`src/hdl/lbs_pkg.sv`:
```
// Package for the four-bone skinning block: fixed sizes, queue entry type,
// sequencer state encoding and a 32-bit saturation helper. No dependencies.
`timescale 1ns / 1ps
package lbs_pkg;
	localparam int WordsPerBone = 12;
	localparam int Influences = 4;
	localparam logic OP_LOAD = 1'b0;
	localparam logic OP_VERTEX = 1'b1;

	typedef struct packed {
		logic                op;
		logic [9:0]          entry_addr;
		logic signed [31:0]  entry_value;
		logic signed [31:0]  pos_x;
		logic signed [31:0]  pos_y;
		logic signed [31:0]  pos_z;
		logic signed [31:0]  nrm_x;
		logic signed [31:0]  nrm_y;
		logic signed [31:0]  nrm_z;
		logic [31:0]         bone_ids;
		logic [63:0]         bone_weights;
		logic [3:0]          active;
		logic                last_vertex;
	} item_t;

	typedef enum logic [4:0] {
		ST_IDLE  = 5'b00001,
		ST_RUN   = 5'b00010,
		ST_DRAIN = 5'b00100,
		ST_OUT   = 5'b01000,
		ST_LOAD  = 5'b10000
	} state_t;

	function automatic logic signed [31:0] sat32(input logic signed [48:0] v);
		if (v > 49'sh0_7FFF_FFFF) return 32'sh7FFF_FFFF;
		if (v < -49'sh0_8000_0000) return 32'sh8000_0000;
		return v[31:0];
	endfunction
endpackage

```
`src/hdl/lbs_front.sv`:
```
// Front end: accepts items, marks live influences, queues them in a short
// FIFO for the back end. Depends on lbs_pkg.
`timescale 1ns / 1ps
module lbs_front #(
	parameter int MAX_BONES = 64
) (
	input  logic               clk,
	input  logic               arst_n,
	input  logic               cfg_we,
	input  logic [6:0]         cfg_wdata,
	input  logic               in_valid,
	output logic               in_stall,
	input  lbs_pkg::item_t     in_item,
	output logic               q_valid,
	input  logic               q_pop,
	output lbs_pkg::item_t     q_item
);
	import lbs_pkg::*;

	localparam int Depth = 2;

	logic [6:0] bone_count_q;
	item_t      fifo_q [Depth];
	logic       wr_ptr_q, rd_ptr_q;
	logic [1:0] count_q;
	logic [8:0] limit;
	logic [3:0] act;
	logic       push;
	item_t      cls;

	always_ff @(posedge clk or negedge arst_n) begin
		if (!arst_n) bone_count_q <= '0;
		else if (cfg_we) bone_count_q <= cfg_wdata;
	end

	always_comb begin
		limit = ({2'b0, bone_count_q} < 9'(MAX_BONES)) ? {2'b0, bone_count_q} : 9'(MAX_BONES);
		for (int i = 0; i < Influences; i++)
			act[i] = (in_item.bone_weights[16*i +: 16] != 16'd0) &&
				({1'b0, in_item.bone_ids[8*i +: 8]} < limit);
		cls = in_item;
		cls.active = act;
	end

	assign in_stall = (count_q == 2'(Depth));
	assign push = in_valid && !in_stall;
	assign q_valid = (count_q != 2'd0);
	assign q_item = fifo_q[rd_ptr_q];

	always_ff @(posedge clk) begin
		if (push) fifo_q[wr_ptr_q] <= cls;
	end

	always_ff @(posedge clk or negedge arst_n) begin
		if (!arst_n) begin
			wr_ptr_q <= 1'b0;
			rd_ptr_q <= 1'b0;
			count_q <= '0;
		end else begin
			if (push) wr_ptr_q <= ~wr_ptr_q;
			if (q_pop) rd_ptr_q <= ~rd_ptr_q;
			count_q <= count_q + 2'(push) - 2'(q_pop);
		end
	end
endmodule

```
`config.mk`:
```
export PLATFORM = sky130hd
export DESIGN_NAME = lbs_front
export DESIGN_NICKNAME = d
export VERILOG_FILES = /design/src/hdl/lbs_pkg.sv /design/src/hdl/lbs_front.sv
export SDC_FILE = /design/constraint.sdc
export NUM_CORES = 1
export LEC_CHECK = 0
export BUFFER_PORTS_ARGS = -buffer_cell sky130_fd_sc_hd__clkbuf_2
export CORE_AREA = 2 2 265 267
export CTS_BUF_LIST = sky130_fd_sc_hd__clkbuf_8
export CTS_CLUSTER_DIAMETER = 40
export DETAILED_ROUTE_END_ITERATION = 7
export DIE_AREA = 0 0 267 269
export GPL_TIMING_DRIVEN = 0
export SYNTH_ARGS = -nofsm -noshare
export SYNTH_HDL_FRONTEND = slang
export SYNTH_SLANG_ARGS = --single-unit
```
`constraint.sdc`:
```
create_clock -name clk -period 20.7 [get_ports clk]
set_input_delay 4.14 -clock clk [delete_from_list [all_inputs] [get_ports clk]]
set_output_delay 4.14 -clock clk [all_outputs]
set_load 0.05 [all_outputs]
```
---- Word-level counts from Yosys, hierarchy flattened ----
Memory sizes are Yosys's and may differ from the RTL's.
Index checks and enable logic that the tools add are counted.
cells by class
  shifts and indexed selects .............. 0
  $mul .................................... 0
  reduce and logical (&&, ||, !) cells .... 11
  bitwise logic cells ..................... 2
  order comparisons ....................... 5
  muxes and demuxes ....................... 3
  eq/ne operators ......................... 1
  div/mod/pow operators ................... 0
  $add $sub $neg .......................... 2
operators by type and width
  cell                                           number
  16-bit nonzero test                            4
  8-bit by 7-bit < comparator with 1-bit output  4
  7-bit < comparator, second input constant      1
  7-bit 2-to-1 mux                               1
  1-bit logical AND                              5
  2-bit by 1-bit adder with 2-bit output         1
  2-bit equality test, second input constant     1
  1-bit 2-to-1 mux                               2
  1-bit inverter                                 2
  2-bit nonzero test                             1
  2-bit by 1-bit subtractor with 2-bit output    1
  1-bit zero test                                1
word-level totals
  register bits ........................... 11
  memories kept ........................... 1
  bits in writable memories ............... 672
  input port bits ......................... 348
  word-level logic and storage cells ...... 29
  memory bits (read-only) ................. 0
  bits in latches ......................... 0
memories
  memory  depth  width  read ports  clocked after Yosys merged registers in  write ports  line             source
  fifo_q  2      336    1           0                                        1            lbs_front.sv:23  item_t fifo_q [Depth];

---- Depth between registers and ports, before layout ----
Gate-level depths: netlist of run 1.
  word-level depth ........................ 5
  mapped depth ............................ 7

---- Least setup slack after synthesis of run 1 ----
OpenSTA, ideal clock, no wires.
  path type ............................... input to register
  start point ............................. input port in_valid
  end point ............................... memory fifo_q[0][0] (netlist name), enable pin
  data required time ...................... 19.660 ns
  cell stages on the path ................. 2
  setup time .............................. 1.040 ns
  slack ................................... 1.519 ns
  arrival time ............................ 18.141 ns
  cells stage by stage .................... nand2_1 > nor2_1
on the way
  longest elaborated chain between the ends .. 3
RTL lines
  item                                    line             source
  start: declaration                      lbs_front.sv:11  input logic in_valid,
  1-bit logical AND                       lbs_front.sv:46  assign push = in_valid && !in_stall;
  1-bit 2-to-1 mux                        lbs_front.sv:51  if (push) fifo_q[wr_ptr_q] <= cls;
  1-bit 2-to-1 mux (implied by the code)  lbs_front.sv:51
  end: declaration                        lbs_front.sv:23
Every way passes these cells.

==> results of run 1 <==
==> routing by layer <==
layer	wire length (um)	share of wire
met5	87	0.0014
met3	5600	0.089
met4	1860	0.030
met2	32400	0.52
met1	22600	0.36
==> critical path, stage by stage, from the launching register on <==
cell and delay [ns]:
sky130_fd_sc_hd__dfrtp_1 0.36, sky130_fd_sc_hd__buf_6 0.13, sky130_fd_sc_hd__buf_6 0.21, sky130_fd_sc_hd__buf_6 0.22, sky130_fd_sc_hd__mux2_2 0.44, sky130_fd_sc_hd__clkbuf_2 0.27
==> power groups by stage <==
stage | sequential (uW) | clock (uW) | combinational (uW)
floorplan | 2120 | 0 | 1810
CTS | 1940 | 1170 | 2450
finish | 1940 | 1130 | 2420
global placement | 2230 | 0 | 2370
global route | 1970 | 1220 | 2520
detailed placement | 1970 | 0 | 2450
==> state kept, by name (all words and copies together), names as in the netlist <==
name          count
fifo_q          672
wr_ptr_q          1
count_q           2
rd_ptr_q          1
bone_count_q      7
==> cell usage in the layout (no fill, tap or decap) <==
cell type,count
sky130_fd_sc_hd__clkbuf_2,680
sky130_fd_sc_hd__edfxtp_1,672
sky130_fd_sc_hd__mux2_2,278
sky130_fd_sc_hd__clkbuf_8,115
sky130_fd_sc_hd__mux2_4,50
sky130_fd_sc_hd__inv_1,48
sky130_fd_sc_hd__buf_6,38
sky130_fd_sc_hd__ha_1,26
sky130_fd_sc_hd__clkinv_1,19
sky130_fd_sc_hd__nor4_1,16
sky130_fd_sc_hd__mux2_1,14
sky130_fd_sc_hd__nor2_1,12
sky130_fd_sc_hd__dfrtp_1,11
sky130_fd_sc_hd__buf_16,10
sky130_fd_sc_hd__o21ai_0,9
sky130_fd_sc_hd__clkinv_2,8
sky130_fd_sc_hd__buf_12,8
sky130_fd_sc_hd__nand2_1,7
sky130_fd_sc_hd__bufinv_16,7
sky130_fd_sc_hd__nor4b_1,4
sky130_fd_sc_hd__nand4b_1,4
sky130_fd_sc_hd__and4_1,4
sky130_fd_sc_hd__a21o_1,4
sky130_fd_sc_hd__a211o_1,4
sky130_fd_sc_hd__a211oi_1,4
sky130_fd_sc_hd__xnor2_1,3
sky130_fd_sc_hd__inv_12,3
sky130_fd_sc_hd__nand2b_1,1
sky130_fd_sc_hd__or2_2,1
sky130_fd_sc_hd__and3_4,1
sky130_fd_sc_hd__nor2_4,1
sky130_fd_sc_hd__clkbuf_1,1
sky130_fd_sc_hd__xor2_1,1
sky130_fd_sc_hd__inv_6,1
sky130_fd_sc_hd__clkinv_4,1
sky130_fd_sc_hd__clkinvlp_4,1
sky130_fd_sc_hd__clkinv_8,1
==> cells by family (layout without fill, tap and decap cells) <==
group,count (synthesis),count (layout),synth area share
AOI/OAI and AO/OA,21,21,0.00544
xor gates and xnor gates,4,4,0.00136
adders and majority gates,26,26,0.0126
buffers and inverters,42,941,0.0172
DFF,683,683,0.795
muxes,342,342,0.157
and+or+nand+nor,51,51,0.0116
==> worst max-delay path by stage <==
stage,endpoint,slack (ns),cells past startpoint
after floorplan,fifo_q[0][0],1.52,2
after global placement,fifo_q[0][186],-6.73,3
after detailed placement,fifo_q[1][186],14.17,5
after CTS,q_item[287],14.09,5
after global routing,q_item[289],14.09,5
final,q_item[287],14.22,5
==> area by class of cell <==
type	count	area (um2)	share of cell area
plain buffers	39	432	0.0131
repair buffers	698	3840	0.117
multi-input cells	444	4850	0.147
clock inverters	86	581	0.0176
flip-flops and latches	683	20500	0.621
inverters	3	11.3	0.000342
clock buffers	115	1580	0.0481
well taps	940	1180	0.0357
==> through the flow <==
stage / setup TNS (ns) / util
CTS: 0 / 0.475
detailed placement: 0 / 0.444
finish: 0 / 0.475
global route: 0 / 0.475
floorplan: 0 / -
global placement: -2242.93 / 0.437
==> summary by stage, run 1 <==
Clock tree
In this run the clock root is driven by a sky130_fd_sc_hd__clkbuf_8. The CTS tree is built. The clock sink total is 683. Clock latency on the worst-skew pair, taken at its later pin, is 0.69 ns. The buffer depth of the longest clock path is 3. Hold repair after CTS inserted 0 buffers.

Post-CTS repair changed the size of 0 cells. The clock tree synthesis step divided the H-tree into 3 levels. In this run, CTS created clock tree buffers numbering 114.

After clock tree synthesis, the setup repair step added 0 buffers. Clock-pin slew was measured on the worst setup and hold paths at 0.06 ns.

GRT
Summed over all layers, the global routing overflow is 0. Entering global routing, the biggest net connects 64 pins. For this run, the total global-route usage over all layers was measured as 0.166. The initial antenna violation count was 7. The global-route met3 utilization is 0.0632.

After global routing, the most crowded layer is met2. In the global route stage, met1 resource usage came out at 0.178. For this run, global-route usage on met2 was measured as 0.293. The number of global-route vias before repair came to 14400. The first global-routing pass estimated 88100 um of wire.

Hold path
The worst hold path stage count is 1. The endpoint with the worst hold slack is bone_count_q[2]. In this run the most critical hold path is launched from bone_count_q[2].

The type of the tightest min-delay check is reg -> reg.

Setup path
The worst flop-to-flop path startpoint is count_q[1]. For the worst flop-to-flop path, the logic depth is 5. The category of the worst setup path capture point is an output pin.

The worst register-to-register path ends at fifo_q[1][202]. Tracing the worst setup path back leads to its startpoint at rd_ptr_q. The category of the most critical setup path is reg -> out. The worst setup path is launched from a flop. The required time at the worst-slack endpoint is 16.56 ns.

The data arrival time of the critical path is 2.34 ns. The maximum fanout along the worst path is 10. The worst-case register-to-register setup slack is 17.88 ns.

Die
The starting density of the core is 0.371. The boundary pin count is 686. The total area inside the core boundary comes to 0.0693 mm2. The die width is 267 um. The die extent in y is 269 um. The initialized floorplan defines 97 standard-cell rows. The floorplan die area is 0.0718 mm2.

Timing
The max-slew headroom at the worst pin is 0.455. The hold violation count in the final report is 0. Setup repair after global routing left no endpoint under its margin. The ratio of final minimum period to clock period is 0.313. The final critical path time including I/O delays and setup is 6.48 ns. The clock arrives with 0.0324 ns of skew. The worst-margin pin slew is 0.818 ns. The worst path meets setup with 14.22 ns of slack. Derived from the worst setup path, the maximum achievable clock frequency is 154 MHz.

The tightest hold margin is 0.510 ns. The number of setup violations in the final report is 0. The number of slew-limit violations in the final report came to 0.

Logic synthesis
Of all flip-flops after synthesis, the portion carrying an async set or reset was 0.0161. The synthesized design spends more area on one cell type than any other, namely sky130_fd_sc_hd__edfxtp_1. In the post-synthesis netlist, the biggest area contributors are sky130_fd_sc_hd__edfxtp_1, sky130_fd_sc_hd__mux2_2, sky130_fd_sc_hd__mux2_4.

The number of flops mapped to enable cells by yosys is 672. The area share of the largest cell type after synthesis is 0.784. The number of nets in the synthesized netlist is 1543. The commonest register cell after synthesis is sky130_fd_sc_hd__edfxtp_1. Among all cell types in the netlist, the one instantiated most often is sky130_fd_sc_hd__edfxtp_1. The Yosys warning count is 0.

The post-synthesis sequential area ratio is 0.795. In this run, distinct cell masters in the synthesized netlist total 24. After synthesis, the most frequently instantiated cells are sky130_fd_sc_hd__edfxtp_1, sky130_fd_sc_hd__mux2_2, sky130_fd_sc_hd__mux2_4, sky130_fd_sc_hd__buf_6, sky130_fd_sc_hd__ha_1. After synthesis the netlist holds a flip-flop and latch count of 683. The synthesized area per cell is 22.0 um2. The mapped cell area is 0.0257 mm2.

The number of instances in the synthesized netlist is 1169.

Placement
The post-placement cell area is 0.0308 mm2. Before CTS, the worst setup slack after placement is 14.17 ns. Once detailed placement completed, the half-perimeter wirelength came to 46300 um. The number of port buffers is 680. In this run, placement finished with an instance count of 2807. The routability-driven placement congestion ratio is 0.801.

Layout
The final design instance area without fill is 0.0329 mm2. The final antenna diode count is 0. The final layout net count is 2357.

In the final layout, the share of cells above drive strength 1 is 0.582. The count of non-filler cells in the finished layout is 3008. Relative to the synthesized area, the layout overhead comes to 27.9%. After filler insertion, the fill cell instance count of the layout stands at 6005.

Power
The share of total power dissipated in the clock network is 0.206. The peak supply drop is 0.123 mV. Cell internal power was estimated by the tool at 3170 uW.

Of the total power, combinational logic draws 0.440. The share of total power dissipated in sequential elements is 0.354. Dividing total power by cell area gives a power density of 167 mW/mm2.

The switching power as a share of total power is 0.423. The design draws 5490 uW. The leakage power of the design is 0.0128 uW.

In this run the power spent charging and discharging nets is 2320 uW.

Drt
For this run, design rule violations remaining after detail routing come to 0. The post-detailed-route via-to-cell ratio is 4.60. The count of nets left with antenna violations once routing finished came out at 0. The number of detailed-route iterations in the first pass is 5.

In the final routed layout, each cell accounts on average for 20.8 um. Summed over all layers, the routed wires come to 62600 um. The final route contains 13800 vias. The number of DRC markers in iteration 0 is 674.

Job
Max-cap violations in this run came to 0.

Status
The flow ran to the end, and the final reports show no timing, DRC or antenna violations.
No activity file was read; power rests on OpenSTA's default activity.
==> run 2, diff against run 1 <==
==> constraint.sdc (replaced) <==
create_clock -name clk -period 6.35 [get_ports clk]
set_input_delay 1.27 -clock clk [delete_from_list [all_inputs] [get_ports clk]]
set_output_delay 1.27 -clock clk [all_outputs]
set_load 0.05 [all_outputs]
==> run 2 against run 1 <==
Compared with the run above: wire length grew 1.1%; non-clock buffer count grew 1; clock-buffer cell count rose by 5; via count up 0.60%; flip-flop and latch count did not move; worst setup slack got worse by 12 ns; critical path type unchanged; largest power group unchanged.
==> summary by stage, run 2 (synthesized netlist as in run 1, its figures left out) <==
Clock tree
The H-tree depth reported by CTS is 3 (unchanged). The clock-pin slew on the worst setup and hold paths is 0.06 ns (about the same). The latest clock arrival within the worst-skew pair is 0.70 ns (about the same). The post-CTS repair timing setup buffer count is 0 (unchanged). The buffer depth of the longest clock path is 3 (unchanged). The post-cts resize count was 0 (unchanged). The clock sink total is 683 (unchanged). The number of buffers created by CTS is 117 (+2.6%). The hold-fix buffer count after cts came to 0 (unchanged). The CTS tree is built.

The cell sitting at the root of the clock tree is a sky130_fd_sc_hd__clkbuf_8.

Layout
The share of final-layout standard cells stronger than drive strength 1 is 0.587 (+0.00462). The area growth from synthesis to layout is 28.2%. The largest register by flop count is fifo_q. The flip-flop count of the largest register after layout is 672 (unchanged).

The final layout net count is 2361 (+0.17%). The library cells used most frequently in the layout, excluding fill and tap cells, are sky130_fd_sc_hd__clkbuf_2, sky130_fd_sc_hd__edfxtp_1, sky130_fd_sc_hd__mux2_2. The end-of-flow core utilization was 0.476 (+0.000938). The leading cell type in the layout, fill and taps excluded is sky130_fd_sc_hd__clkbuf_2.

The largest registers in the layout are fifo_q x672, bone_count_q x7, count_q x2.

GRT
The pin count of the biggest net entering global routing came to 67 (+4.7%). The initial antenna violation count is 9 (+2). The first-pass GRT wire length is 88800 um (+0.76%). The global-route usage over all layers came to 0.168 (+0.00235).

The number of global-route vias before repair is 14600 (+1.2%). The residual overflow from global routing is 0 (unchanged).

Timing
The max-slew headroom at the worst pin is 0.537 (+0.0824). The number of slew-limit violations in the final report is 0 (unchanged). Dividing the final minimum period by the clock period gives 0.577. The worst-margin pin slew is 0.695 ns (-0.124 ns). The final critical path time including I/O delays and setup is 3.66 ns. The number of setup violations in the final report came to 0 (unchanged). The hold violation count in the final report is 0 (unchanged).

Setup repair after global routing left no endpoint under its margin. The final setup TNS is 0 ns (unchanged). The peak clock frequency supported by timing is 273 MHz. The worst clock skew is 0.0348 ns (+0.00238 ns).

Drt
The detailed-route wire length is 63300 um (+1.1%). The remaining number of nets flagged by the antenna check after routing is 0 (unchanged). The per-cell routed wire length was 20.9 um (+0.64%). The post-detailed-route via-to-cell ratio is 4.61 (+0.13%). The remaining design rule violation count came to 0 (unchanged).

The number of detailed-route iterations in the first pass was 4 (-1). The via count was 13900 (+0.60%). The number of DRC markers in iteration 0 is 638 (-5.3%).

Power
The leakage power of the design is 0.0128 uW (about the same). The combinational power share is 0.441 (about the same). The internal power consumption is 10300 uW (+220%).

The switching power as a share of total power is 0.426 (+0.00331). The net switching power is 7630 uW (+230%). The sequential share of power came to 0.353 (about the same). The power density over the cells is 543 mW/mm2 (+230%). The clock power share is 0.206 (about the same).

The peak supply drop is 0.340 mV (+180%).

Placement
The estimated wirelength of the detail-placed design was 46600 um (+0.73%). The number of port buffers is 680 (unchanged). The routability-driven placement congestion ratio came to 0.789 (-1.5%).

Job
The max-cap check violation count was 0 (unchanged).

Die
The boundary pin count came to 686 (unchanged). The standard-cell row count is 97 (unchanged). The area of the core was 0.0693 mm2 (unchanged).

The die width was 267 um (unchanged). The starting density of the core came to 0.371 (unchanged). The floorplan die area was 0.0718 mm2 (unchanged). The die extent in y is 269 um (unchanged).

Status
The flow ran to the end, and the final reports show no timing, DRC or antenna violations.

Setup path
The logic depth of the worst register-to-register path is 9 (+4). The sort of element at the start of the critical path is a flop. The data arrival time of the critical path is 2.39 ns (+0.05 ns). The worst-case register-to-register setup slack is 3.41 ns (-14.47 ns). The startpoint identified for the worst register-to-register timing path is count_q[1]. The category of the worst setup path capture point is an output pin. The maximum fanout along the worst path came to 10 (unchanged).

The category of the most critical setup path is reg -> out. The required time at the worst-slack endpoint is 5.08 ns (-11.48 ns). The critical path startpoint is rd_ptr_q. The endpoint identified for the worst register-to-register timing path is fifo_q[0][317].

Hold path
The tightest min-delay check is of the in -> async type.
run 2: area by class of cell:
class,instances,area [um2]
plain buffers,39,432
clock buffers,120,1650
multi-input cells,444,4870
diodes,3,7.51
clock inverters,91,548
fillers,6029,36300
inverters,3,11.3
flip-flops and latches,683,20500
repair buffers,699,3840
well taps,940,1180
run 2: layer usage:
metal  up-vias  wire (um)  global-route usage
met5         -         52                   0
met4         8       1910              0.0677
met3       137       6360              0.0718
met2       534      32500               0.297
met1      6871      22500               0.176
li1       6370          -                   -
run 2: worst max-delay path by stage:
stage,end,slack (ns)
finish,q_item[291],2.69
global route,q_item[291],2.56
CTS,q_item[291],2.56
global placement,fifo_q[0][108],-3.37
detailed placement,fifo_q[0][111],2.61
floorplan,fifo_q[0][0],-0.35
run 2: per-stage QoR:
step / worst slack [ns] / power (uW) / area, um2 / hold WS (ns) / std cells
floorplan: -0.348 / 12500 / 25800 / 0.460 / 1169
global placement: -3.37 / 14500 / 30300 / 0.477 / 2789
detailed placement: 2.61 / 14400 / 30800 / 0.486 / 2808
CTS: 2.56 / 18200 / 33000 / 0.379 / 3019
global route: 2.56 / 18700 / 33000 / 0.409 / 3020
finish: 2.69 / 17900 / 33000 / 0.457 / 3022
run 2: power groups by stage:
| stage | sequential (uW) | combinational, uW | clock, uW |
|---|---|---|---|
| 6_report | 6330 | 7900 | 3690 |
| 5_1_grt | 6410 | 8240 | 4010 |
| 4_1_cts | 6340 | 8020 | 3810 |
| 3_5_place_dp | 6430 | 7990 | 0 |
| 3_3_place_gp | 6720 | 7740 | 0 |
| 2_1_floorplan | 6560 | 5900 | 0 |
run 2: worst max-delay path, cell delays in order (launching register included):
cell and delay, ns:
sky130_fd_sc_hd__dfrtp_1 0.34, sky130_fd_sc_hd__buf_6 0.12, sky130_fd_sc_hd__buf_6 0.22, sky130_fd_sc_hd__buf_6 0.23
sky130_fd_sc_hd__mux2_1 0.48, sky130_fd_sc_hd__clkbuf_2 0.29
